$ cat config.mk
export PLATFORM = sky130hd
export DESIGN_NAME = line_rasterizer
export DESIGN_NICKNAME = d
export VERILOG_FILES = /design/src/hw/rtl/lr_pkg.sv /design/src/hw/rtl/lr_queue.sv /design/src/hw/rtl/lr_setup.sv /design/src/hw/rtl/lr_stepper.sv /design/src/hw/rtl/line_rasterizer.sv
export SDC_FILE = /design/constraint.sdc
export NUM_CORES = 1
export LEC_CHECK = 0
export BUFFER_PORTS_ARGS = -buffer_cell sky130_fd_sc_hd__buf_2
export CAP_MARGIN = 30
export CORE_MARGIN = 10
export CORE_UTILIZATION = 55
export CTS_CLUSTER_SIZE = 10
export DETAILED_ROUTE_END_ITERATION = 6
export GPL_TIMING_DRIVEN = 0
export MAX_ROUTING_LAYER = met4
export PLACE_DENSITY = 0.73
export SLEW_MARGIN = 0
export SYNTH_ARGS = -nofsm -noshare
export SYNTH_HDL_FRONTEND = slang
export SYNTH_HIERARCHICAL = 1
export SYNTH_SLANG_ARGS = --single-unit
$ cat constraint.sdc
create_clock -name clk -period 10.7 [get_ports clk]
set_input_delay 0.535 -clock clk [delete_from_list [all_inputs] [get_ports clk]]
set_output_delay 0.535 -clock clk [all_outputs]
set_load 0.005 [all_outputs]
$ cat src/hw/rtl/lr_pkg.sv
`default_nettype none
package lr_pkg;

  localparam int LR_COORD_BITS = 6;
  localparam int LR_GLYPH_BITS = 8;
  localparam int LR_COLOR_BITS = 4;
  localparam int LR_QUEUE_DEPTH = 2;

  // error term and its increments span about four times the canvas side
  function automatic int lr_err_bits(input int coord_bits);
    return coord_bits + 3;
  endfunction

  // width of one classified line record held in the queue
  function automatic int lr_rec_bits(input int coord_bits);
    return 2 + 3 * coord_bits + 3 * lr_err_bits(coord_bits) + LR_COLOR_BITS + LR_GLYPH_BITS;
  endfunction

endpackage
`default_nettype wire

$ cat src/hw/rtl/lr_queue.sv
`default_nettype none
module lr_queue
  import lr_pkg::*;
#(
  parameter int WIDTH = 8,
  parameter int DEPTH = LR_QUEUE_DEPTH
) (
  input  wire logic             clk,
  input  wire logic             rst_n,
  input  wire logic             push,
  input  wire logic [WIDTH-1:0] push_data,
  input  wire logic             pop,
  output logic      [WIDTH-1:0] pop_data,
  output logic                  full,
  output logic                  empty
);

  localparam int PW = (DEPTH > 1) ? $clog2(DEPTH) : 1;
  localparam int CW = $clog2(DEPTH + 1);

  logic [WIDTH-1:0] slot_r [DEPTH];
  logic [PW-1:0]    wr_ptr_r, wr_ptr_nxt;
  logic [PW-1:0]    rd_ptr_r, rd_ptr_nxt;
  logic [CW-1:0]    count_r, count_nxt;
  logic             do_wr, do_rd;

  assign full     = (count_r == CW'(DEPTH));
  assign empty    = (count_r == '0);
  assign do_wr    = push && !full;
  assign do_rd    = pop && !empty;
  assign pop_data = slot_r[rd_ptr_r];

  always_comb begin
    wr_ptr_nxt = wr_ptr_r;
    rd_ptr_nxt = rd_ptr_r;
    count_nxt  = count_r;
    if (do_wr) begin
      wr_ptr_nxt = (wr_ptr_r == PW'(DEPTH - 1)) ? '0 : wr_ptr_r + 1'b1;
    end
    if (do_rd) begin
      rd_ptr_nxt = (rd_ptr_r == PW'(DEPTH - 1)) ? '0 : rd_ptr_r + 1'b1;
    end
    if (do_wr && !do_rd) begin
      count_nxt = count_r + 1'b1;
    end else if (do_rd && !do_wr) begin
      count_nxt = count_r - 1'b1;
    end
  end

  always_ff @(posedge clk) begin
    if (!rst_n) begin
      wr_ptr_r <= '0;
      rd_ptr_r <= '0;
      count_r  <= '0;
    end else begin
      wr_ptr_r <= wr_ptr_nxt;
      rd_ptr_r <= rd_ptr_nxt;
      count_r  <= count_nxt;
    end
  end

  always_ff @(posedge clk) begin
    if (do_wr) begin
      slot_r[wr_ptr_r] <= push_data;
    end
  end

endmodule
`default_nettype wire

$ cat src/hw/rtl/lr_setup.sv
`default_nettype none
module lr_setup
  import lr_pkg::*;
#(
  parameter int COORD_BITS = LR_COORD_BITS,
  localparam int EW = lr_err_bits(COORD_BITS),
  localparam int RW = lr_rec_bits(COORD_BITS)
) (
  input  wire logic                     clk,
  input  wire logic                     rst_n,
  input  wire logic                     cmd_valid,
  output logic                          cmd_ready,
  input  wire logic [COORD_BITS-1:0]    ax,
  input  wire logic [COORD_BITS-1:0]    ay,
  input  wire logic [COORD_BITS-1:0]    bx,
  input  wire logic [COORD_BITS-1:0]    by,
  input  wire logic [LR_GLYPH_BITS-1:0] glyph,
  input  wire logic [LR_COLOR_BITS-1:0] color,
  output logic                          rec_push,
  output logic      [RW-1:0]            rec_data,
  input  wire logic                     q_full
);

  logic signed [EW-1:0] dx, dy, adx, ady;
  logic signed [EW-1:0] err0, inc_a, inc_b;
  logic                 xmaj, up, fwd;
  logic [COORD_BITS-1:0] sx, sy, stop;
  logic [RW-1:0]        rec_r, rec_nxt;
  logic                 rec_valid_r, rec_valid_nxt;
  logic                 take;

  always_comb begin
    dx    = signed'(EW'(bx)) - signed'(EW'(ax));
    dy    = signed'(EW'(by)) - signed'(EW'(ay));
    adx   = dx[EW-1] ? -dx : dx;
    ady   = dy[EW-1] ? -dy : dy;
    xmaj  = (ady <= adx);
    up    = (dx[EW-1] && dy[EW-1]) ||
            (!dx[EW-1] && dx != '0 && !dy[EW-1] && dy != '0);
    // step from the endpoint with the smaller major coordinate
    fwd   = xmaj ? !dx[EW-1] : !dy[EW-1];
    sx    = fwd ? ax : bx;
    sy    = fwd ? ay : by;
    if (xmaj) begin
      stop  = fwd ? bx : ax;
      err0  = (ady <<< 1) - adx;
      inc_a = ady <<< 1;
      inc_b = (ady - adx) <<< 1;
    end else begin
      stop  = fwd ? by : ay;
      err0  = (adx <<< 1) - ady;
      inc_a = adx <<< 1;
      inc_b = (adx - ady) <<< 1;
    end
    rec_nxt = {glyph, color, inc_b, inc_a, err0, stop, sy, sx, up, xmaj};
  end

  assign rec_push  = rec_valid_r && !q_full;
  assign cmd_ready = !rec_valid_r || !q_full;
  assign take      = cmd_valid && cmd_ready;
  assign rec_data  = rec_r;

  always_comb begin
    rec_valid_nxt = rec_valid_r;
    if (take) begin
      rec_valid_nxt = 1'b1;
    end else if (rec_push) begin
      rec_valid_nxt = 1'b0;
    end
  end

  always_ff @(posedge clk) begin
    if (!rst_n) begin
      rec_valid_r <= 1'b0;
    end else begin
      rec_valid_r <= rec_valid_nxt;
    end
  end

  always_ff @(posedge clk) begin
    if (take) begin
      rec_r <= rec_nxt;
    end
  end

endmodule
`default_nettype wire

$ cat src/hw/rtl/lr_stepper.sv
`default_nettype none
module lr_stepper
  import lr_pkg::*;
#(
  parameter int COORD_BITS = LR_COORD_BITS,
  localparam int EW = lr_err_bits(COORD_BITS),
  localparam int RW = lr_rec_bits(COORD_BITS)
) (
  input  wire logic                     clk,
  input  wire logic                     rst_n,
  input  wire logic [RW-1:0]            rec_data,
  input  wire logic                     q_empty,
  output logic                          rec_pop,
  output logic                          cell_valid,
  input  wire logic                     cell_ready,
  output logic      [COORD_BITS-1:0]    cell_x,
  output logic      [COORD_BITS-1:0]    cell_y,
  output logic      [LR_GLYPH_BITS-1:0] cell_glyph,
  output logic      [LR_COLOR_BITS-1:0] cell_color,
  output logic                          cell_last
);

  localparam int CB = COORD_BITS;
  localparam int O_X    = 2;
  localparam int O_Y    = O_X + CB;
  localparam int O_STOP = O_Y + CB;
  localparam int O_ERR  = O_STOP + CB;
  localparam int O_INCA = O_ERR + EW;
  localparam int O_INCB = O_INCA + EW;
  localparam int O_COL  = O_INCB + EW;
  localparam int O_GLY  = O_COL + LR_COLOR_BITS;

  typedef enum logic {ST_IDLE, ST_RUN} state_t;

  state_t                state_r, state_nxt;
  logic                  xmaj_r, xmaj_nxt;
  logic                  up_r, up_nxt;
  logic [CB-1:0]         x_r, x_nxt;
  logic [CB-1:0]         y_r, y_nxt;
  logic [CB-1:0]         stop_r, stop_nxt;
  logic signed [EW-1:0]  err_r, err_nxt;
  logic signed [EW-1:0]  inca_r, inca_nxt;
  logic signed [EW-1:0]  incb_r, incb_nxt;
  logic [LR_GLYPH_BITS-1:0] gly_r, gly_nxt;
  logic [LR_COLOR_BITS-1:0] col_r, col_nxt;
  logic                  ov_r, ov_nxt;
  logic [CB-1:0]         ox_r, ox_nxt;
  logic [CB-1:0]         oy_r, oy_nxt;
  logic [LR_GLYPH_BITS-1:0] og_r, og_nxt;
  logic [LR_COLOR_BITS-1:0] oc_r, oc_nxt;
  logic                  ol_r, ol_nxt;
  logic                  slot_free, at_end, move_minor;
  logic [CB-1:0]         minor_step;

  assign slot_free  = !ov_r || cell_ready;
  assign rec_pop    = (state_r == ST_IDLE) && !q_empty;
  assign at_end     = xmaj_r ? (x_r >= stop_r) : (y_r >= stop_r);
  // x-major moves the minor axis on a tie, y-major holds on it
  assign move_minor = xmaj_r ? !err_r[EW-1] : (!err_r[EW-1] && err_r != '0);
  assign minor_step = up_r ? CB'(1) : '1;

  assign cell_valid = ov_r;
  assign cell_x     = ox_r;
  assign cell_y     = oy_r;
  assign cell_glyph = og_r;
  assign cell_color = oc_r;
  assign cell_last  = ol_r;

  always_comb begin
    state_nxt = state_r;
    xmaj_nxt  = xmaj_r;
    up_nxt    = up_r;
    x_nxt     = x_r;
    y_nxt     = y_r;
    stop_nxt  = stop_r;
    err_nxt   = err_r;
    inca_nxt  = inca_r;
    incb_nxt  = incb_r;
    gly_nxt   = gly_r;
    col_nxt   = col_r;
    ov_nxt    = ov_r && !cell_ready;
    ox_nxt    = ox_r;
    oy_nxt    = oy_r;
    og_nxt    = og_r;
    oc_nxt    = oc_r;
    ol_nxt    = ol_r;
    unique case (state_r)
      ST_IDLE: begin
        if (rec_pop) begin
          xmaj_nxt  = rec_data[0];
          up_nxt    = rec_data[1];
          x_nxt     = rec_data[O_X +: CB];
          y_nxt     = rec_data[O_Y +: CB];
          stop_nxt  = rec_data[O_STOP +: CB];
          err_nxt   = signed'(rec_data[O_ERR +: EW]);
          inca_nxt  = signed'(rec_data[O_INCA +: EW]);
          incb_nxt  = signed'(rec_data[O_INCB +: EW]);
          col_nxt   = rec_data[O_COL +: LR_COLOR_BITS];
          gly_nxt   = rec_data[O_GLY +: LR_GLYPH_BITS];
          state_nxt = ST_RUN;
        end
      end
      ST_RUN: begin
        if (slot_free) begin
          ov_nxt = 1'b1;
          ox_nxt = x_r;
          oy_nxt = y_r;
          og_nxt = gly_r;
          oc_nxt = col_r;
          ol_nxt = at_end;
          if (at_end) begin
            state_nxt = ST_IDLE;
          end else begin
            // advance the major axis, then settle the minor axis and error
            if (xmaj_r) begin
              x_nxt = x_r + 1'b1;
              if (move_minor) begin
                y_nxt = y_r + minor_step;
              end
            end else begin
              y_nxt = y_r + 1'b1;
              if (move_minor) begin
                x_nxt = x_r + minor_step;
              end
            end
            err_nxt = err_r + (move_minor ? incb_r : inca_r);
          end
        end
      end
      default: state_nxt = ST_IDLE;
    endcase
  end

  always_ff @(posedge clk) begin
    if (!rst_n) begin
      state_r <= ST_IDLE;
      ov_r    <= 1'b0;
    end else begin
      state_r <= state_nxt;
      ov_r    <= ov_nxt;
    end
    xmaj_r <= xmaj_nxt;
    up_r   <= up_nxt;
    x_r    <= x_nxt;
    y_r    <= y_nxt;
    stop_r <= stop_nxt;
    err_r  <= err_nxt;
    inca_r <= inca_nxt;
    incb_r <= incb_nxt;
    gly_r  <= gly_nxt;
    col_r  <= col_nxt;
    ox_r   <= ox_nxt;
    oy_r   <= oy_nxt;
    og_r   <= og_nxt;
    oc_r   <= oc_nxt;
    ol_r   <= ol_nxt;
  end

endmodule
`default_nettype wire

$ cat src/hw/rtl/line_rasterizer.sv
`default_nettype none
// Channel   Direction  Payload
// in_*      slave      line command: endpoints, glyph, pen colour
// out_*     master     one cell per transaction, tlast on the final cell
//
// A command is classified and registered in the setup stage, then queued; the
// stepper loads it while idle and emits max(|dx|,|dy|)+1 cells at one per cycle
// while out_tready is high, loading the next line only after the last cell.
// Reset (rst_n low, synchronous) empties the queue and drops any line in flight.
// A stall on out_tready holds the stepper; the queue and setup stage keep
// taking commands until they fill.
module line_rasterizer
  import lr_pkg::*;
#(
  parameter int COORD_BITS = LR_COORD_BITS,
  localparam int IN_BITS  = 4 * COORD_BITS + LR_GLYPH_BITS + LR_COLOR_BITS,
  localparam int IN_W     = ((IN_BITS + 7) / 8) * 8,
  localparam int OUT_BITS = 2 * COORD_BITS + LR_GLYPH_BITS + LR_COLOR_BITS,
  localparam int OUT_W    = ((OUT_BITS + 7) / 8) * 8
) (
  input  wire logic             clk,
  input  wire logic             rst_n,
  input  wire logic             in_tvalid,
  output logic                  in_tready,
  // start_x, start_y, end_x, end_y, glyph, pen_color, zero fill
  input  wire logic [IN_W-1:0]  in_tdata,
  output logic                  out_tvalid,
  input  wire logic             out_tready,
  // cell_x, cell_y, cell_glyph, cell_color, zero fill
  output logic      [OUT_W-1:0] out_tdata,
  output logic                  out_tlast
);

  localparam int CB = COORD_BITS;
  localparam int RW = lr_rec_bits(COORD_BITS);

  logic          rec_push, rec_pop, q_full, q_empty;
  logic [RW-1:0] rec_in, rec_out;
  logic [CB-1:0] cell_x, cell_y;
  logic [LR_GLYPH_BITS-1:0] cell_glyph;
  logic [LR_COLOR_BITS-1:0] cell_color;

  lr_setup #(.COORD_BITS(COORD_BITS)) u_setup (
    .clk       (clk),
    .rst_n     (rst_n),
    .cmd_valid (in_tvalid),
    .cmd_ready (in_tready),
    .ax        (in_tdata[0 +: CB]),
    .ay        (in_tdata[CB +: CB]),
    .bx        (in_tdata[2*CB +: CB]),
    .by        (in_tdata[3*CB +: CB]),
    .glyph     (in_tdata[4*CB +: LR_GLYPH_BITS]),
    .color     (in_tdata[4*CB+LR_GLYPH_BITS +: LR_COLOR_BITS]),
    .rec_push  (rec_push),
    .rec_data  (rec_in),
    .q_full    (q_full)
  );

  lr_queue #(.WIDTH(RW), .DEPTH(LR_QUEUE_DEPTH)) u_queue (
    .clk       (clk),
    .rst_n     (rst_n),
    .push      (rec_push),
    .push_data (rec_in),
    .pop       (rec_pop),
    .pop_data  (rec_out),
    .full      (q_full),
    .empty     (q_empty)
  );

  lr_stepper #(.COORD_BITS(COORD_BITS)) u_stepper (
    .clk        (clk),
    .rst_n      (rst_n),
    .rec_data   (rec_out),
    .q_empty    (q_empty),
    .rec_pop    (rec_pop),
    .cell_valid (out_tvalid),
    .cell_ready (out_tready),
    .cell_x     (cell_x),
    .cell_y     (cell_y),
    .cell_glyph (cell_glyph),
    .cell_color (cell_color),
    .cell_last  (out_tlast)
  );

  assign out_tdata = OUT_W'({cell_color, cell_glyph, cell_y, cell_x});

endmodule
`default_nettype wire
# Word-level counts from Yosys, hierarchy flattened
# Memories as Yosys holds them, arrays and structs flattened. A register that Yosys moved wholly into a read port is not among the register bits.
# Cells that the tools add are included.
# W data, S select, Z words.
[word_totals]
reg_bits = 150
latch_bits = 0
ramBits = 118
rom_bits = 0
output_inout_bits = 27
wordCells = 134
n_memories = 1
[classes]
add_sub_neg = 17
n_mul = 0
div = 0
n_lt_le_gt_ge = 3
eq_ne = 6
shift = 0
n_mux = 47
bitwise_logic = 1
reduce_logical = 37
[mem_list]
columns = ["memory", "depth", "width", "rd", "rd_clocked_by_memory_dff", "write_ports", "line", "text"]
rows = [
  ["u_queue.slot_r", 2, 59, 1, 1, 1, "lr_queue.sv:21", "logic [WIDTH-1:0] slot_r [DEPTH];"],
]
[op_table]
columns = ["cell", "count"]
rows = [
  ["$mux W6", 16],
  ["$mux W9", 9],
  ["$reduce_bool A9 Y1", 3],
  ["$pmux W6 S2", 2],
  ["$neg A9 Y9", 2],
  ["$pmux W9 S2", 1],
  ["$sub A9 B9 Y9", 2],
  ["$mux W1", 16],
  ["$sub A8 B8 Y8", 2],
  ["$sub A6 B6 Y7", 2],
  ["$logic_and A1 B1 Y1", 13],
  ["$add A6 B1 Y6 const B", 2],
  ["$add A6 B6 Y6", 2],
  ["$ge A6 B6 Y1", 2],
  ["$logic_not A1 Y1", 10],
  ["$add A9 B9 Y9", 1],
  ["$le A9 B9 Y1", 1],
  ["$reduce_and A4 Y1", 2],
  ["$ne A2 B2 Y1 const B", 3],
  ["$ne A3 B3 Y1 const B", 2],
  ["$mux W2", 2],
  ["$reduce_and A2 Y1", 2],
  ["$reduce_bool A2 Y1", 2],
  ["$logic_or A1 B1 Y1", 3],
  ["other kinds (8)", 9],
]

# Longest topological paths before layout
[logic_depth]
ltp_word = 8
depth_mapped = 22
ltp_nobuf = 19

# Cells and area by module
# Netlist, hierarchy kept.
[by_module_without_submodules]
columns = ["mod", "n_inst", "cells_each", "area_each_um2"]
rows = [
  ["lr_queue", 1, 209, 4526.8],
  ["lr_setup", 1, 386, 4260.3],
  ["lr_stepper", 1, 263, 4028.9],
]

# Worst setup path before layout
# No wires, ideal clock.
[synth_timing]
kind = "input -> register"
startpoint = "input in_tdata[12]"
endpoint = "register u_setup.rec_r[10] (netlist: u_setup/rec_data[10]) (data pin)"
setup_ps = 260
t_arrival_ps = 4461
t_required_ps = 10440
setup_slack_ps = 5979
stages = 21
n_path_buf = 3
cell_sequence = "inv_1 > ha_1 > fa_1 > nand2b_1 > a21oi_1 > a31oi_1 > clkbuf_1 > nor2_1 > a21oi_1 > ha_1 > a21oi_1 > o21bai_1 > a21o_1 > a21o_1 > nand2_1 > o32a_1 > a31o_1 > buf_6 > mux2i_4 > buf_12 > mux2_4"
[synth_via]
elab_chain_len = 6
word_cells_on_any_way = 7
classes_between = "add/sub: 2; order compare: 1; mux: 3; reduce/logical: 1"
[synth_rtl]
columns = ["element", "line", "text"]
rows = [
  ["start, declared", "line_rasterizer.sv:26", "input wire logic [IN_W-1:0] in_tdata,"],
  ["$sub A6 B6 Y7 (*)", "lr_setup.sv:33", "dx = signed'(EW'(bx)) - signed'(EW'(ax));"],
  ["$neg A9 Y9", "lr_setup.sv:35", "adx = dx[EW-1] ? -dx : dx;"],
  ["$mux W9", "lr_setup.sv:35", ""],
  ["$le A9 B9 Y1", "lr_setup.sv:37", "xmaj = (ady <= adx);"],
  ["$mux W1 (*)", "lr_setup.sv:41", "fwd = xmaj ? !dx[EW-1] : !dy[EW-1];"],
  ["$mux W6 (*)", "lr_setup.sv:43", "sy = fwd ? ay : by;"],
  ["net u_setup.sy[2]", "lr_setup.sv:27", "logic [COORD_BITS-1:0] sx, sy, stop;"],
  ["end signal, assigned", "lr_setup.sv:82", "rec_r <= rec_nxt;"],
  ["end, declared", "lr_setup.sv:28", "logic [RW-1:0] rec_r, rec_nxt;"],
]
# Mark *: on every way through the listed nets, which the timed path passes. The rest lies on a longest branch.
# A chain may end at the register's enable or synchronous reset.

# Worst setup path in the final report
[layout_timing]
startpoint = "input in_tdata[12]"
endpoint = "register u_setup.rec_r[4] (netlist: u_setup/rec_data[4]) (data pin)"
[layout_via]
elab_chain_len = 6
word_cells_on_any_way = 7
classes_between = "add/sub: 2; order compare: 1; mux: 3; reduce/logical: 1"
[layout_rtl]
columns = ["element", "line", "text"]
rows = [
  ["$sub A6 B6 Y7 (*)", "lr_setup.sv:33", ""],
  ["$neg A9 Y9", "lr_setup.sv:35", ""],
  ["$mux W9", "lr_setup.sv:35", ""],
  ["$le A9 B9 Y1", "lr_setup.sv:37", ""],
  ["$mux W1 (*)", "lr_setup.sv:41", ""],
  ["$mux W6 (*)", "lr_setup.sv:42", "sx = fwd ? ax : bx;"],
  ["net u_setup.sx[2]", "lr_setup.sv:27", ""],
]
# Marks and branches as above.

==> reports/metrics.cfg <==
[critical_path]
worst_path_largest_cell_delay_ns = 0.79
crit_arrival_ns = 5.57
cp.required_ns = 10.97
r2r_end = u_stepper/err_r[8]$_DFFE_PP_
reg2reg_depth = 10
cp_slowest_cell = a31oi_1
crit_top_cell = a21oi_1
path_cells = buf_2, inv_1, ha_1, fa_1, nand2b_1, a21oi_1, a31oi_1, clkbuf_1, nor2_1, a21oi_1, ha_1, a21oi_1, o21bai_1, a21o_1, a21o_1, nand2_1, o32a_1, a31o_1, buf_6, mux2i_4, buf_12, mux2_4
cp-end-kind = register
start_kind = input pin
r2r-start = u_stepper/xmaj_r$_DFFE_PP_
r2r_setup_slack_ns = 7.31
worstSetupPathType = input pin to register
path_max_fanout = 10
critical_path.startpoint = in_tdata[12]

[power_and_ir_drop]
p_leak_nw = 5.61
irDropWorstVdd_mv = 0.163
powerDensity_mw_per_mm2 = 286

[placed_design]
port_buffers = 66
gp_congestion = 0.856
dpl.hpwl_mm = 17.1

[synth]
synth_top_area_cell = edfxtp_1
yosysSeqAreaShare_pct = 61.9
ys_seq_elements = 267
synth.top_cell.area_share_pct = 60.7
syn_area_mm2 = 0.0128
synth_enable_flop_cells = 259
ys.flop_type = edfxtp_1
synth_cells = 858
syn_area_per_cell_um2 = 14.9
yosys_warnings = 6
synth.area.top_cells = edfxtp_1 (61%), mux2_2 (6.9%), ha_1 (6.7%)
ys_types = 73
async_flop_share_pct = 0

[clocking]
cts_tree = yes
h-tree-depth = 1
post_cts_resized = 0
cts_buffers = 30
cts.sinks = 267
cts_root_buf = clkbuf_16
clock_latency_ns = 0.53
clk_pin_slew_ns = 0.05
cts_setup_buffers = 0
clockBufferDepth = 3
hold_buffers = 0

[timing]
hold_viol_final = 0
clock_skew_ns = 0.0109
relSlewSlack_pct = 30.9
fmax_mhz = 189
hold_slack_ns = 0.184
maxSlewViolCount = 0
worst-slew-pin-transition_ns = 1.03
fin_crit_ns = 5.29
finalSetupViolCount = 0
fin_crit_sh_pct = 49.5
rsz0062_at_grt = no
timing.setup.tns_ns = 0

[route]
drc = 0
first_pass_iters = 4
drt_iter0_drc = 411
vias = 7033
postRouteAntennaNets = 0
via_per_inst = 5.44
routed_wl_mm = 23.8
routedWlPerCell_um = 18.4

[final_layout]
syn_to_final_growth_pct = 13.8
final_nets = 1092
antennaDiodeCount = 0
drive_gt1_share_pct = 25.4

[floorplan]
dieArea_mm2 = 0.0298
core-area_mm2 = 0.0228
die_h_um = 173
start_util_pct = 56.3
io_pins = 71
die_w_um = 173
rows = 55

[hold_path]
min_to = u_setup/rec_data[57]$_DFFE_PP_
hold_depth = 1
hp-class = input pin to register
hold_start = in_tdata[30]

[grt]
grtUsageTotal_pct = 16.1
grt_pass1_vias = 7302
grt-ovfl-total = 0
antenna_found_initial = 0
grt_pass1_wl_mm = 38.6
grt_max_degree = 60

[run_status]
outcome = finished clean

[job]
maxCapViolCount = 0

-- per-layer routing --
metal / share of wire [%] / track usage, % / up-vias
met3: 4.6 / 2.68 / 33
met1: 45 / 20.6 / 3419
met2: 48 / 26.3 / 153
li1: - / - / 3428
met5: 0 / - / -
met4: 1.8 / 4.17 / 0
-- flip-flops by register name (all words and copies together) (netlist names), 6 cells and up, named ones only --
signal                cells
u_stepper/incb_r          9
u_stepper/stop_r          6
u_stepper/y_r             6
u_queue/slot_r          118
u_stepper/cell_y          6
u_stepper/inca_r          9
u_stepper/gly_r           8
u_stepper/cell_x          6
u_setup/rec_data         57
u_stepper/cell_glyph      8
u_stepper/err_r           9
u_stepper/x_r             6
-- report_power, final --
part / internal, W / leakage, nW / switching [W]
Combinational: 0.000715 / 2.73 / 0.000875
Clock: 0.000518 / 0.399 / 0.000353
Sequential: 0.00158 / 2.49 / 0.000126
Total: 0.00281 / 5.61 / 0.00135
-- worst max path at each step --
stage / endpoint / slack [ns]
floorplan: u_setup/rec_data[10]$_DFFE_PP_ / 5.98
global route: u_setup/rec_data[4]$_DFFE_PP_ / 5.17
finish: u_setup/rec_data[4]$_DFFE_PP_ / 5.41
CTS: u_setup/rec_data[4]$_DFFE_PP_ / 5.47
detailed placement: u_setup/rec_data[4]$_DFFE_PP_ / 4.92
global placement: u_setup/rec_data[4]$_DFFE_PP_ / 4.94
-- cell type report --
type	count	area (um^2)
Tap cell	313	392
Sequential cell	267	7940
Multi-Input combinational cell	512	4540
Buffer	24	149
Clock inverter	1	5.00
Inverter	61	230
Timing Repair Buffer	74	508
Clock buffer	42	817
Fill cell	1647	8200
-- kinds of logic after synthesis --
family,after synthesis,share of synthesized area [%]
XOR/XNOR,51,3.66
buffers and inverters,85,2.96
AND/OR/NAND/NOR,116,4.84
adder cells (fa/ha/maj),81,8.38
multiplexers,114,10.5
flip-flops,267,61.9
AO/OA/AOI/OAI,142,7.70
other,2,0.0586
-- cells in the final DEF (no fill, tap or decap), types with 3 or more instances in the layout --
cell | Yosys | layout
buf_2 | 9 | 76
xor2_1 | 17 | 17
o21bai_1 | 7 | 7
conb_1 | 2 | 8
a21oi_1 | 41 | 41
nand2_1 | 22 | 22
nor4_1 | 3 | 3
a211oi_1 | 5 | 5
fa_1 | 9 | 9
dfxtp_1 | 8 | 8
nor2b_1 | 11 | 11
nor2_1 | 28 | 27
maj3_1 | 3 | 3
o31ai_2 | 3 | 3
o21ai_0 | 23 | 23
a21o_1 | 26 | 26
nand3_1 | 9 | 9
nor3_1 | 7 | 7
and3_1 | 6 | 5
a31o_2 | 3 | 3
mux2i_1 | 17 | 17
mux2_2 | 78 | 78
and2_1 | 5 | 4
clkbuf_1 | 8 | 19
xnor2_1 | 31 | 31
buf_6 | 3 | 3
inv_2 | 3 | 3
inv_1 | 57 | 57
buf_16 | 0 | 5
clkbuf_16 | 0 | 31
a31oi_1 | 7 | 7
mux2_4 | 18 | 18
nand2b_1 | 11 | 11
ha_1 | 69 | 69
edfxtp_1 | 259 | 259
-- through the flow --
step | utilization (%) | instances | worst slack [ns] | total power, W | instance area, um^2
6_report | 64.0 | 1294 | 5.41 | 0.00416 | 14600
5_1_grt | 64.0 | 1294 | 5.17 | 0.00443 | 14600
4_1_cts | 63.9 | 1293 | 5.47 | 0.00418 | 14600
3_5_place_dp | 60.3 | 1250 | 4.92 | 0.00329 | 13700
3_3_place_gp | 59.5 | 1243 | 4.94 | 0.00320 | 13600
2_1_floorplan | - | 864 | 5.98 | 0.00285 | 12800
-- cell usage after synthesis, drive strengths merged, types with 15 or more instances --
cell	count
mux2	96
xnor2	32
buf	15
a21o	26
xor2	19
nor2	29
mux2i	18
edfxtp	259
nand2	22
ha	69
a21oi	41
inv	60
o21ai	24
-- worst max-delay path, delay by kind of cell --
kind,cells,cell delay (ns)
AO/OA/AOI/OAI,9,2.33
adder cells (fa/ha/maj),3,0.79
multiplexers,2,0.62
AND/OR/NAND/NOR,3,0.27
buffers and inverters,5,0.99
(Power assumes the default switching activity.)
